[config.mk]
export PLATFORM = sky130hd
export DESIGN_NAME = servo_frame_receiver
export DESIGN_NICKNAME = d
export VERILOG_FILES = /design/src/design/sfr_pkg.sv /design/src/design/sfr_ram.sv /design/src/design/sfr_parser.sv /design/src/design/sfr_emitter.sv /design/src/design/servo_frame_receiver.sv
export SDC_FILE = /design/constraint.sdc
export NUM_CORES = 1
export LEC_CHECK = 0
export BUFFER_PORTS_ARGS = -buffer_cell sky130_fd_sc_hd__buf_2
export CORE_ASPECT_RATIO = 1.2
export CORE_MARGIN = 2
export CORE_UTILIZATION = 39
export DETAILED_ROUTE_END_ITERATION = 8
export GPL_TIMING_DRIVEN = 0
export PLACE_DENSITY = 0.62
export SYNTH_ARGS = -nofsm -noshare
export SYNTH_HDL_FRONTEND = slang
export SYNTH_HIERARCHICAL = 1
export SYNTH_SLANG_ARGS = --single-unit
[constraint.sdc]
create_clock -name clk -period 11.9 [get_ports clk]
set_input_delay 1.785 -clock clk [delete_from_list [all_inputs] [get_ports clk]]
set_output_delay 1.785 -clock clk [all_outputs]
set_load 0.02 [all_outputs]
[src/design/sfr_pkg.sv]
// Shared types and constants of the servo frame receiver.
`default_nettype none

package sfr_pkg;

    // Servo counts and indexes stay within six bits
    localparam int CNT_W = 6;

    // Frame status codes
    typedef enum logic [2:0] {
        ST_OK          = 3'd0,
        ST_BAD_START   = 3'd1,
        ST_ERROR_REPLY = 3'd2,
        ST_TOO_SHORT   = 3'd3,
        ST_BAD_CHECK   = 3'd4
    } status_t;

    // Configuration register indexes
    localparam logic [1:0] REG_START_BYTE   = 2'd0;
    localparam logic [1:0] REG_ERROR_ID     = 2'd1;
    localparam logic [1:0] REG_SERVO_COUNT  = 2'd2;

    // End-of-frame request from the parser to the result emitter
    typedef struct packed {
        logic             valid;
        status_t          code;
        logic [CNT_W-1:0] count;
    } finish_t;

endpackage

`default_nettype wire

[src/design/sfr_ram.sv]
// Generic single-write, single-read RAM with registered read data.
`default_nettype none

module sfr_ram #(
    parameter int WIDTH = 16,
    parameter int DEPTH = 32,
    localparam int AW = (DEPTH > 1) ? $clog2(DEPTH) : 1
) (
    input  wire logic             clk,
    input  wire logic             wr_en,
    input  wire logic [AW-1:0]    wr_addr,
    input  wire logic [WIDTH-1:0] wr_data,
    input  wire logic             rd_en,
    input  wire logic [AW-1:0]    rd_addr,
    output logic      [WIDTH-1:0] rd_data
);

    logic [WIDTH-1:0] mem [DEPTH];

    always_ff @(posedge clk)
    begin
        if (wr_en)
        begin
            mem[wr_addr] <= wr_data;
        end
        // Hold the last read word until the next read
        if (rd_en)
        begin
            rd_data <= mem[rd_addr];
        end
    end

endmodule

`default_nettype wire

[src/design/sfr_parser.sv]
// Header and payload parser: checksum, position capture, end-of-frame request.
`default_nettype none

module sfr_parser #(
    parameter int HEADER_LEN = 4,
    parameter int MAX_SERVOS = 32,
    localparam int AW = (MAX_SERVOS > 1) ? $clog2(MAX_SERVOS) : 1
) (
    input  wire logic                      clk,
    input  wire logic                      rst_n,
    input  wire logic                      accept,
    input  wire logic [7:0]                rx_byte,
    input  wire logic [7:0]                start_byte,
    input  wire logic [7:0]                error_reply_id,
    input  wire logic [sfr_pkg::CNT_W-1:0] count,
    output sfr_pkg::finish_t               fin,
    output logic                           wr_en,
    output logic [AW-1:0]                  wr_addr,
    output logic [15:0]                    wr_data
);

    localparam logic [7:0] HDR      = 8'(HEADER_LEN);
    localparam logic [7:0] HDR_LAST = 8'(HEADER_LEN - 1);

    typedef enum logic {
        PH_HEADER,
        PH_PAYLOAD
    } phase_t;

    phase_t     phase_reg, phase_next;
    logic [7:0] cnt_reg, cnt_next;
    logic [7:0] id_reg, id_next;
    logic [7:0] len_reg, len_next;
    logic [7:0] chk_reg, chk_next;
    logic       start_ok_reg, start_ok_next;
    logic [7:0] xor_reg, xor_next;
    logic [7:0] hold_reg, hold_next;

    logic [7:0] plen;
    logic [6:0] slot;
    logic [7:0] need;
    logic [8:0] cnt_inc;

    assign plen    = len_next - HDR;
    assign slot    = cnt_reg[7:1];
    assign need    = {1'b0, count, 1'b0};
    assign cnt_inc = {1'b0, cnt_reg} + 9'd1;

    always_comb
    begin
        phase_next    = phase_reg;
        cnt_next      = cnt_reg;
        id_next       = id_reg;
        len_next      = len_reg;
        chk_next      = chk_reg;
        start_ok_next = start_ok_reg;
        xor_next      = xor_reg;
        hold_next     = hold_reg;
        fin           = '{valid: 1'b0, code: sfr_pkg::ST_OK, count: count};
        wr_en         = 1'b0;
        wr_addr       = slot[AW-1:0];
        wr_data       = {hold_reg, rx_byte};

        if (accept)
        begin
            if (phase_reg == PH_HEADER)
            begin
                // Capture header fields; bytes past the check byte are dropped
                case (cnt_reg)
                    8'd0:    start_ok_next = (rx_byte == start_byte);
                    8'd1:    id_next       = rx_byte;
                    8'd2:    len_next      = rx_byte;
                    8'd3:    chk_next      = rx_byte;
                    default: ;
                endcase
                if (cnt_reg != HDR_LAST)
                begin
                    cnt_next = cnt_reg + 8'd1;
                end
                else
                begin
                    cnt_next = 8'd0;
                    if (!start_ok_next)
                    begin
                        fin.valid = 1'b1;
                        fin.code  = sfr_pkg::ST_BAD_START;
                    end
                    else if (id_next == error_reply_id)
                    begin
                        fin.valid = 1'b1;
                        fin.code  = sfr_pkg::ST_ERROR_REPLY;
                    end
                    else if (plen < need)
                    begin
                        fin.valid = 1'b1;
                        fin.code  = sfr_pkg::ST_TOO_SHORT;
                    end
                    else
                    begin
                        xor_next = id_next ^ len_next;
                        if (plen == 8'd0)
                        begin
                            // Empty payload: judge the checksum right away
                            fin.valid = 1'b1;
                            fin.code  = (xor_next == chk_next) ? sfr_pkg::ST_OK
                                                               : sfr_pkg::ST_BAD_CHECK;
                        end
                        else
                        begin
                            phase_next = PH_PAYLOAD;
                        end
                    end
                end
            end
            else
            begin
                xor_next = xor_reg ^ rx_byte;
                // Surplus bytes only enter the checksum
                if (slot < {1'b0, count})
                begin
                    if (!cnt_reg[0])
                    begin
                        hold_next = rx_byte;
                    end
                    else
                    begin
                        wr_en = 1'b1;
                    end
                end
                cnt_next = cnt_inc[7:0];
                if (cnt_inc >= {1'b0, plen})
                begin
                    phase_next = PH_HEADER;
                    cnt_next   = 8'd0;
                    fin.valid  = 1'b1;
                    fin.code   = (xor_next == chk_reg) ? sfr_pkg::ST_OK
                                                       : sfr_pkg::ST_BAD_CHECK;
                end
            end
        end
    end

    always_ff @(posedge clk or negedge rst_n)
    begin
        if (!rst_n)
        begin
            phase_reg    <= PH_HEADER;
            cnt_reg      <= 8'd0;
            id_reg       <= 8'd0;
            len_reg      <= 8'd0;
            chk_reg      <= 8'd0;
            start_ok_reg <= 1'b0;
            xor_reg      <= 8'd0;
            hold_reg     <= 8'd0;
        end
        else
        begin
            phase_reg    <= phase_next;
            cnt_reg      <= cnt_next;
            id_reg       <= id_next;
            len_reg      <= len_next;
            chk_reg      <= chk_next;
            start_ok_reg <= start_ok_next;
            xor_reg      <= xor_next;
            hold_reg     <= hold_next;
        end
    end

    // Positions are written only while the payload is read
    a_wr_in_payload: assert property (@(posedge clk) disable iff (!rst_n)
        wr_en |-> (phase_reg == PH_PAYLOAD && cnt_reg[0]))
        else $error("position write outside payload odd byte");

    // A finished frame restarts the header
    a_fin_restart: assert property (@(posedge clk) disable iff (!rst_n)
        fin.valid |=> (phase_reg == PH_HEADER && cnt_reg == 8'd0))
        else $error("frame end did not return to header");

endmodule

`default_nettype wire

[src/design/sfr_emitter.sv]
// End-of-frame result emitter: reads buffered positions and sends the status.
`default_nettype none

module sfr_emitter #(
    parameter int MAX_SERVOS = 32,
    localparam int AW = (MAX_SERVOS > 1) ? $clog2(MAX_SERVOS) : 1
) (
    input  wire logic             clk,
    input  wire logic             rst_n,
    input  wire sfr_pkg::finish_t fin,
    output logic                  busy,
    output logic                  rd_en,
    output logic [AW-1:0]         rd_addr,
    input  wire logic [15:0]      rd_data,
    output logic                  out_valid,
    input  wire logic             out_ready,
    output logic                  is_status,
    output logic [4:0]            servo_index,
    output logic [15:0]           position,
    output logic [2:0]            frame_status,
    output logic                  last
);

    typedef enum logic [1:0] {
        E_IDLE,
        E_READ,
        E_DATA,
        E_STATUS
    } emit_state_t;

    emit_state_t                 state_reg, state_next;
    logic [sfr_pkg::CNT_W-1:0]   idx_reg, idx_next;
    logic [sfr_pkg::CNT_W-1:0]   cnt_reg, cnt_next;
    sfr_pkg::status_t            code_reg, code_next;
    logic                        out_valid_reg, out_valid_next;
    logic                        is_status_reg, is_status_next;
    logic [4:0]                  index_reg, index_next;
    logic [15:0]                 pos_reg, pos_next;
    sfr_pkg::status_t            fstat_reg, fstat_next;
    logic                        last_reg, last_next;
    logic                        out_free;

    assign out_free = !out_valid_reg || out_ready;
    assign busy     = (state_reg != E_IDLE);
    assign rd_en    = (state_reg == E_READ);
    assign rd_addr  = idx_reg[AW-1:0];

    always_comb
    begin
        state_next     = state_reg;
        idx_next       = idx_reg;
        cnt_next       = cnt_reg;
        code_next      = code_reg;
        out_valid_next = out_valid_reg && !out_ready;
        is_status_next = is_status_reg;
        index_next     = index_reg;
        pos_next       = pos_reg;
        fstat_next     = fstat_reg;
        last_next      = last_reg;

        unique case (state_reg)
            E_IDLE:
            begin
                if (fin.valid)
                begin
                    code_next = fin.code;
                    cnt_next  = fin.count;
                    idx_next  = '0;
                    if (fin.code == sfr_pkg::ST_OK && fin.count != '0)
                        state_next = E_READ;
                    else
                        state_next = E_STATUS;
                end
            end
            E_READ:
            begin
                state_next = E_DATA;
            end
            E_DATA:
            begin
                if (out_free)
                begin
                    out_valid_next = 1'b1;
                    is_status_next = 1'b0;
                    index_next     = idx_reg[4:0];
                    pos_next       = rd_data;
                    fstat_next     = sfr_pkg::ST_OK;
                    last_next      = 1'b0;
                    if (idx_reg == cnt_reg - sfr_pkg::CNT_W'(1))
                    begin
                        state_next = E_STATUS;
                    end
                    else
                    begin
                        idx_next   = idx_reg + sfr_pkg::CNT_W'(1);
                        state_next = E_READ;
                    end
                end
            end
            E_STATUS:
            begin
                if (out_free)
                begin
                    out_valid_next = 1'b1;
                    is_status_next = 1'b1;
                    index_next     = 5'd0;
                    pos_next       = 16'd0;
                    fstat_next     = code_reg;
                    last_next      = 1'b1;
                    state_next     = E_IDLE;
                end
            end
            default:
            begin
                state_next = E_IDLE;
            end
        endcase
    end

    always_ff @(posedge clk or negedge rst_n)
    begin
        if (!rst_n)
        begin
            state_reg     <= E_IDLE;
            idx_reg       <= '0;
            cnt_reg       <= '0;
            code_reg      <= sfr_pkg::ST_OK;
            out_valid_reg <= 1'b0;
            is_status_reg <= 1'b0;
            index_reg     <= 5'd0;
            pos_reg       <= 16'd0;
            fstat_reg     <= sfr_pkg::ST_OK;
            last_reg      <= 1'b0;
        end
        else
        begin
            state_reg     <= state_next;
            idx_reg       <= idx_next;
            cnt_reg       <= cnt_next;
            code_reg      <= code_next;
            out_valid_reg <= out_valid_next;
            is_status_reg <= is_status_next;
            index_reg     <= index_next;
            pos_reg       <= pos_next;
            fstat_reg     <= fstat_next;
            last_reg      <= last_next;
        end
    end

    assign out_valid    = out_valid_reg;
    assign is_status    = is_status_reg;
    assign servo_index  = index_reg;
    assign position     = pos_reg;
    assign frame_status = fstat_reg;
    assign last         = last_reg;

    // A new frame end arrives only while no burst is running
    a_fin_when_idle: assert property (@(posedge clk) disable iff (!rst_n)
        fin.valid |-> (state_reg == E_IDLE))
        else $error("frame end request during burst");

    // The final result of a frame is always the status result
    a_last_is_status: assert property (@(posedge clk) disable iff (!rst_n)
        out_valid_reg |-> (last_reg == is_status_reg))
        else $error("last flag and status flag disagree");

    // Position results never reach past the frame's servo count
    a_index_in_range: assert property (@(posedge clk) disable iff (!rst_n)
        (state_reg == E_DATA) |-> (idx_reg < cnt_reg))
        else $error("position index beyond servo count");

endmodule

`default_nettype wire

[src/design/servo_frame_receiver.sv]
// Top level of the servo frame receiver: register port, parser, buffer, emitter.
//
//  channel   direction  handshake                 payload
//  ------------------------------------------------------------------------------
//  byte in   request in in_valid / in_ready       rx_byte
//  result    request out out_valid / out_ready    is_status, servo_index, position,
//                                                 frame_status, last
//  config    APB write  psel, penable, pwrite     paddr, pwdata -> prdata
//
// Each header or payload byte is taken on an in_valid / in_ready handshake; positions are
// written to the buffer RAM as the second byte of a pair arrives.
// At frame end the emitter reads the RAM for each position (read, then load the
// output register) and then loads the status; bytes are held off until the
// status has been loaded into the output register.
// A stalled output holds the emitter; the final status may wait in the output
// register while the next frame's bytes are already taken.
// Reset clears control state and registers; the position RAM needs no clearing
// pass, since only entries written by the current frame are ever read.
`default_nettype none

module servo_frame_receiver #(
    parameter int HEADER_LEN = 4,
    parameter int MAX_SERVOS = 32
) (
    input  wire logic        clk,
    input  wire logic        rst_n,
    // byte input
    input  wire logic        in_valid,
    output logic             in_ready,
    input  wire logic [7:0]  rx_byte,
    // result output
    output logic             out_valid,
    input  wire logic        out_ready,
    output logic             is_status,
    output logic [4:0]       servo_index,
    output logic [15:0]      position,
    output logic [2:0]       frame_status,
    output logic             last,
    // register port
    input  wire logic        psel,
    input  wire logic        penable,
    input  wire logic        pwrite,
    input  wire logic [3:0]  paddr,
    input  wire logic [31:0] pwdata,
    output logic [31:0]      prdata,
    output logic             pready
);

    localparam int AW = (MAX_SERVOS > 1) ? $clog2(MAX_SERVOS) : 1;
    localparam logic [sfr_pkg::CNT_W-1:0] MAX_N = sfr_pkg::CNT_W'(MAX_SERVOS);

    logic [7:0]                start_byte_reg;
    logic [7:0]                error_id_reg;
    logic [sfr_pkg::CNT_W-1:0] servo_count_reg;
    logic [sfr_pkg::CNT_W-1:0] active_count;
    logic [1:0]                reg_idx;
    logic                      cfg_write;

    sfr_pkg::finish_t          fin;
    logic                      busy;
    logic                      accept;
    logic                      wr_en;
    logic [AW-1:0]             wr_addr;
    logic [15:0]               wr_data;
    logic                      rd_en;
    logic [AW-1:0]             rd_addr;
    logic [15:0]               rd_data;

    // Register port: zero wait states, write in the access phase
    assign pready    = 1'b1;
    assign reg_idx   = paddr[3:2];
    assign cfg_write = psel && penable && pwrite;

    always_ff @(posedge clk or negedge rst_n)
    begin
        if (!rst_n)
        begin
            start_byte_reg  <= 8'd255;
            error_id_reg    <= 8'd0;
            servo_count_reg <= sfr_pkg::CNT_W'(20);
        end
        else if (cfg_write)
        begin
            unique case (reg_idx)
                sfr_pkg::REG_START_BYTE:  start_byte_reg  <= pwdata[7:0];
                sfr_pkg::REG_ERROR_ID:    error_id_reg    <= pwdata[7:0];
                sfr_pkg::REG_SERVO_COUNT: servo_count_reg <= pwdata[sfr_pkg::CNT_W-1:0];
                default: ;
            endcase
        end
    end

    always_comb
    begin
        unique case (reg_idx)
            sfr_pkg::REG_START_BYTE:  prdata = {24'd0, start_byte_reg};
            sfr_pkg::REG_ERROR_ID:    prdata = {24'd0, error_id_reg};
            sfr_pkg::REG_SERVO_COUNT: prdata = {{(32 - sfr_pkg::CNT_W){1'b0}}, servo_count_reg};
            default:                  prdata = 32'd0;
        endcase
    end

    // Saturate the servo count to the buffer depth
    assign active_count = (servo_count_reg > MAX_N) ? MAX_N : servo_count_reg;

    // Take bytes only while no burst is reading the buffer
    assign in_ready = !busy;
    assign accept   = in_valid && in_ready;

    sfr_parser #(
        .HEADER_LEN (HEADER_LEN),
        .MAX_SERVOS (MAX_SERVOS)
    ) u_parser (
        .clk            (clk),
        .rst_n          (rst_n),
        .accept         (accept),
        .rx_byte        (rx_byte),
        .start_byte     (start_byte_reg),
        .error_reply_id (error_id_reg),
        .count          (active_count),
        .fin            (fin),
        .wr_en          (wr_en),
        .wr_addr        (wr_addr),
        .wr_data        (wr_data)
    );

    sfr_ram #(
        .WIDTH (16),
        .DEPTH (MAX_SERVOS)
    ) u_pos_ram (
        .clk     (clk),
        .wr_en   (wr_en),
        .wr_addr (wr_addr),
        .wr_data (wr_data),
        .rd_en   (rd_en),
        .rd_addr (rd_addr),
        .rd_data (rd_data)
    );

    sfr_emitter #(
        .MAX_SERVOS (MAX_SERVOS)
    ) u_emitter (
        .clk          (clk),
        .rst_n        (rst_n),
        .fin          (fin),
        .busy         (busy),
        .rd_en        (rd_en),
        .rd_addr      (rd_addr),
        .rd_data      (rd_data),
        .out_valid    (out_valid),
        .out_ready    (out_ready),
        .is_status    (is_status),
        .servo_index  (servo_index),
        .position     (position),
        .frame_status (frame_status),
        .last         (last)
    );

endmodule

`default_nettype wire

==> reports/results.ini, run 1 <==
[logic_synthesis]
ys_warn_count=6
post-synth-top-count-cell=edfxtp_1
synth_seq_area_share_pct=66.4
netlist.area_leader.share_pct=56.1
ys_seq_elements=643
ys_async_sr_fraction_pct=17.9
synth_top_family_by_area=multiplexers
synth_compound_area_share_pct=7.35
synthTopCellsByCount=edfxtp_1, mux2i_1, dfrtp_1
synth_edf_count=528
yosys.area_share.simple_pct=5.76
yosysTopAreaCell=edfxtp_1
synth_area_leaders=edfxtp_1, mux2i_1, dfrtp_1
syn-cell-area_sq_mm=0.0282
muxShareOfSynthArea_pct=12.6
synth.distinct_cells=75
syn_inst=1887
syn_avg_cell_area_sq_um=15.0
synthAdderAreaFrac_pct=0.975
synth-xor-area-share_pct=2.70
synth_ff_type=edfxtp_1

[sta]
rsz0062_at_grt=no
max_freq_ghz=0.147
whs_ns=0.479
hold_viol=0
worst_pin_slew_ns=1.40
setup_viol=0
final.setup.tns_ns=0
finalCritPeriodShare_pct=57.2
max_slew_margin_pct=6.92
slew_violations=0
finalCriticalPeriod_ns=6.81
skew_ns=0.0201

[clocking]
cts_tree=yes
cts_inserted_buffers=68
cts.clk_slew.worst_paths_ns=0.06
cts-root-buf=clkbuf_16
post_cts_buffers=0
clk_latency_ns=0.61
cts_resized=0
hold_buffers=0
clockBufferDepth=3
cts.sinks=643
cts.htree.levels=3

[global_route]
overflow=0
grt_antenna_before_repair=0
grt_max_degree=66
grt_use_total_pct=18.1
grt_pass1_wl_um=102000
grt_pass1_vias=16500

[layout]
area_growth_pct=13.8
max_flop_register=u_pos_ram/mem
fin_util_pct=44.6
antenna-diode-count=0
nets=2113
stdcell_count=3029
largest_reg_flops=512
drive_gt1_share_pct=18.9

[die]
io_pins=112
fp.dieH_um=299
core-area_sq_mm=0.0720
dieArea_sq_mm=0.0746
start_util_pct=39.2
rows=108
die_w_um=250

[worst_hold_path]
hold_end=u_emitter/position[10]$_DFFE_PN0P_
hold_path.startpoint=u_pos_ram/rd_data[10]$_DFFE_PP_
holdPathStages=1
hold_path.class=flop to flop

[outcome]
status=completed

[critical_path]
start_kind=input port
cp-end-kind=flop
cp.arrival_ns=7.29
path_max_fanout=10
cp.required_ns=12.38
r2r_start=u_emitter/state_reg[0]$_DFFE_PN0P_
r2r_setup_slack_ns=5.48
timing.rr.end=u_emitter/cnt_reg[3]$_DFFE_PN0P_
critical_path_class=input port to flop
worstRegToRegCells=24

[placement]
port_buffers=56
dp_hpwl_um=45700
dp.cells=2904
gp_congestion=0.878

[power]
power_density_mw_per_mm2=151
p_leak_nw=10.9
ir_drop_mv=0.102

[route]
initialDrtViolationCount=1258
wl_per_cell_um=22.5
dr.pass1.iters=5
dr_total_vias=16300
avgViaCountPerCell=5.38
drt_wl_total_um=68200
route.detailed.drc=0
ant_nets=0

[flow_run]
maxCapViolations=0

-- placed cells by master, fill, tap and decap left out, types with 22 or more instances in the layout --
cell         n
a22o_1      60
ha_1        22
o21ai_0     30
nand4_1     22
xor2_1      30
mux2_2      60
dfrtp_1    102
nand3_1     51
nor2_1      36
nor3_1      27
inv_1       26
buf_4       70
clkbuf_1    52
a21oi_1     52
nand2_1     71
xnor2_1     57
mux2i_1    284
clkbuf_16   68
conb_1      25
a22oi_1     65
edfxtp_1   528
nor2_2      32
buf_2       76
-- layer usage --
metal / GRT usage, % / vias up / wire, um
met3: 2.34 / 111 / 3080
met2: 30.8 / 435 / 33900
met1: 23.3 / 8276 / 28800
met5: 0 / - / 0
li1: - / 7476 / -
met4: 7.62 / 0 / 2440
-- logic make-up (layout without fill, tap and decap cells) --
group | after synthesis | count (layout)
AOI/OAI and AO/OA | 288 | 288
xor gates and xnor gates | 87 | 87
adders and majority gates | 22 | 22
buffers and inverters | 181 | 365
DFF | 643 | 643
muxes | 347 | 347
other | 2 | 25
and+or+nand+nor | 317 | 317
-- cell type report --
class / instances / area, sq um
buffer: 154 / 1080
clock buffer: 80 / 1760
clock inverter: 44 / 437
fill: 6394 / 39900
inverter: 27 / 101
multi-input combinational: 1086 / 8470
sequential: 643 / 18700
tap: 935 / 1170
timing repair buffer: 60 / 372
-- critical path, stage by stage --
cell	delay, ns
buf_2	0.07
nor2b_1	0.22
clkbuf_1	0.44
nand3b_1	0.24
nor3_4	0.41
buf_2	0.37
nand2_1	0.08
o31a_1	0.12
nand2b_1	0.17
xnor2_1	0.36
inv_1	0.09
ha_1	0.31
o21a_1	0.12
o21ai_0	0.07
a31oi_1	0.21
nor3_1	0.10
o211ai_1	0.49
nand2_1	0.24
o22ai_1	0.44
nand2_1	0.29
clkbuf_1	0.33
mux2_2	0.34
-- worst max-delay path by stage --
stage / from / endpoint / slack, ns / depth (start not counted)
after floorplan: in_valid / u_emitter/idx_reg[0]$_DFFE_PN0P_ / 6.06 / 19
after CTS: in_valid / u_emitter/cnt_reg[3]$_DFFE_PN0P_ / 5.15 / 22
final: in_valid / u_emitter/cnt_reg[3]$_DFFE_PN0P_ / 5.09 / 22
after detailed placement: in_valid / u_emitter/cnt_reg[2]$_DFFE_PN0P_ / 4.52 / 22
after global placement: in_valid / u_emitter/cnt_reg[5]$_DFFE_PN0P_ / 4.54 / 22
after global routing: in_valid / u_emitter/cnt_reg[3]$_DFFE_PN0P_ / 4.69 / 22
-- per-stage QoR --
step                      instance area [sq um]  total power [mW]  setup WS (ns)
after floorplan                           28300              2.71           6.06
after global placement                    29800              2.79           4.54
after detailed placement                  29900              2.80           4.52
after CTS                                 32100              4.89           5.15
after global routing                      32100              5.02           4.69
final                                     32100              4.85           5.09
-- power by group --
part	leakage [nW]	internal, mW	total, mW	switching [mW]
Sequential	6.27	2.45	2.49	0.0387
Clock	1.07	1.20	2.09	0.887
Combinational	3.58	0.114	0.269	0.155
Total	10.9	3.77	4.85	1.08
(Power assumes the default switching activity.)
==> inputs of run 2 (changes only) <==
==> constraint.sdc (replaced) <==
create_clock -name clk -period 6.4 [get_ports clk]
set_input_delay 0.96 -clock clk [delete_from_list [all_inputs] [get_ports clk]]
set_output_delay 0.96 -clock clk [all_outputs]
set_load 0.02 [all_outputs]
==> run 2 against run 1 <==
  * Global-route usage is the same
  * Worst setup slack lost 4.6 ns
  * Routed wire length grew 0.34%
  * Register-to-register slack lost 5.0 ns
  * Critical path depth grew 3
  * Worst hold slack lost 0.17 ns
  * Flip-flop and latch count is the same
  * Final area is essentially flat
  * Utilization is essentially flat
==> reports/results.ini, run 2 (synthesis gave the netlist of run 1 again) <==
[die]
io_pins=112  ; unchanged
core-area_sq_mm=0.0720  ; unchanged
fp.dieH_um=299  ; unchanged
start_util_pct=39.2  ; unchanged
dieArea_sq_mm=0.0746  ; unchanged
rows=108  ; unchanged
die_w_um=250  ; unchanged

[critical_path]
path_max_fanout=10  ; unchanged
cpPeakStageDelay_ns=0.39  ; -0.10 ns
timing.rr.end=u_emitter/idx_reg[0]$_DFFE_PN0P_
r2r_start=u_emitter/state_reg[0]$_DFFE_PN0P_
slowest_stage=nor3_4
start_kind=flop
worstRegToRegCells=25  ; +4.2%
path_common_cell=nand2_1
cp.arrival_ns=6.41  ; -0.88 ns
crit_start=u_emitter/state_reg[0]$_DFFE_PN0P_
critical_path_class=flop to flop
cp.required_ns=6.89  ; -5.49 ns
cp-end-kind=flop
r2r_setup_slack_ns=0.48  ; -5.00 ns

[global_route]
grt_antenna_before_repair=0  ; unchanged
grt_use_total_pct=18.1  ; unchanged
grt_pass1_vias=16500  ; unchanged
grt_max_degree=66  ; unchanged
grt_pass1_wl_um=102000  ; unchanged
overflow=0  ; unchanged

[layout]
area_growth_pct=13.9  ; about the same
multi_input_area_sq_mm=0.00848  ; about the same
stdcell_count=3031  ; +0.066%
largest_reg_flops=512  ; unchanged
fin_util_pct=44.7  ; about the same
max_flop_register=u_pos_ram/mem
layout_common_cells=edfxtp_1, mux2i_1, dfrtp_1, buf_2, buf_4
regArea_sq_mm=0.0187  ; unchanged
drive_gt1_share_pct=19.1  ; +0.22 points
antenna-diode-count=0  ; unchanged
final_common_cell=edfxtp_1
nFillCells=6391  ; -0.047%
nets=2115  ; +0.095%

[sta]
skew_ns=0.0203  ; +0.000210 ns
rsz0062_at_grt=no
hold_viol=0  ; unchanged
max_freq_ghz=0.169
max_slew_margin_pct=9.44  ; +2.5 points
setup_viol=0  ; unchanged
finalCritPeriodShare_pct=92.5
finalCriticalPeriod_ns=5.92
slew_violations=0  ; unchanged
setup_slack_ns=0.480  ; -4.61 ns
final.setup.tns_ns=0  ; unchanged
whs_ns=0.312  ; -0.167 ns
worst_pin_slew_ns=1.36  ; -0.0377 ns

[clocking]
cts.clk_slew.worst_paths_ns=0.06  ; about the same
cts_tree=yes
cts.htree.levels=3  ; unchanged
clockBufferDepth=3  ; unchanged
cts.sinks=643  ; unchanged
cts_inserted_buffers=68  ; unchanged
cts-root-buf=clkbuf_16
clk_latency_ns=0.61  ; about the same

[route]
dr_total_vias=16300  ; -0.21%
ant_nets=0  ; unchanged
wl_per_cell_um=22.6  ; +0.27%
dr.pass1.iters=6  ; +1
initialDrtViolationCount=1319  ; +4.8%
route.detailed.drc=0  ; unchanged
avgViaCountPerCell=5.37  ; -0.27%
drt_wl_total_um=68500  ; +0.34%

[placement]
dp.cells=2904  ; unchanged
gp_congestion=0.878  ; unchanged
pre_cts_ws_ns=-0.159  ; -4.68 ns
dp_hpwl_um=45700  ; unchanged
port_buffers=56  ; unchanged

[power]
internal-power_mw=7.00  ; +86%
switching_share_pct=22.3  ; about the same
ir_drop_mv=0.190  ; +86%
power_frac_comb_pct=5.6  ; about the same
power_density_mw_per_mm2=280  ; +86%
clkPwrFrac_pct=43.1  ; about the same
p_leak_nw=10.9  ; -0.22%
p_switching_mw=2.01  ; +86%
power_frac_seq_pct=51.4  ; about the same

[worst_hold_path]
hold_path.class=input port to asynchronous set/reset pin

[flow_run]
maxCapViolations=0  ; unchanged

[outcome]
status=completed

## run 2: changes by cell type in the layout (fill, tap and decap cells not counted), sizes merged
cell | before | now
buf | 173 | 175
## run 2: how the worst max path moves through the flow
stage                                                  end  slack [ns]  depth (start not counted)
after floorplan           u_emitter/idx_reg[0]$_DFFE_PN0P_        1.39                         19
after global placement    u_emitter/cnt_reg[5]$_DFFE_PN0P_       -0.13                         22
after detailed placement  u_emitter/cnt_reg[2]$_DFFE_PN0P_       -0.16                         22
after CTS                 u_emitter/cnt_reg[3]$_DFFE_PN0P_        0.01                         24
after global routing      u_emitter/idx_reg[0]$_DFFE_PN0P_        0.02                         25
final                     u_emitter/idx_reg[0]$_DFFE_PN0P_        0.48                         25
## run 2: repair_timing
item                                    CTS  global route
setup buffers                             0             2
resized for setup                         0             5
hold buffers                              0             0
endpoints found under the setup margin    0            17
## run 2: worst max-delay path: cells and delay by family, from the launching register on
kind | cells | cell delay, ns
compound gates | 8 | 1.56
xor+xnor | 1 | 0.37
fa+ha+maj | 1 | 0.31
buf+inv | 5 | 1.07
flops | 1 | 0.36
mux | 1 | 0.31
simple gates | 9 | 1.82
## run 2: cell type report
type                    instances  area share (%)
clock inverters                44            1.36
flip-flops and latches        643            58.3
repair buffers                 62            1.20
multi-input cells            1086            26.4
plain buffers                 154            3.38
inverters                      27           0.315
clock buffers                  80            5.46
well taps                     935            3.64
## run 2: through the flow
step / power, mW / area [sq um]
2_1_floorplan: 5.05 / 28300
3_3_place_gp: 5.19 / 29800
3_5_place_dp: 5.21 / 29900
4_1_cts: 9.09 / 32100
5_1_grt: 9.33 / 32200
6_report: 9.01 / 32200
## run 2: power by group through the flow
stage                     combinational (mW)  clock, mW  sequential (mW)
after global routing                   0.550       4.15             4.63
after detailed placement               0.494          0             4.72
after global placement                 0.477          0             4.71
after CTS                              0.497       3.97             4.63
after floorplan                        0.357          0             4.69
final                                  0.502       3.88             4.63
## run 2: per-layer routing
layer	share of wire [%]	GRT usage (%)	up-vias
met5	0	0	-
met4	3.7	7.62	0
met3	4.4	2.34	117
met2	50	30.8	420
met1	42	23.3	8249
li1	-	-	7478
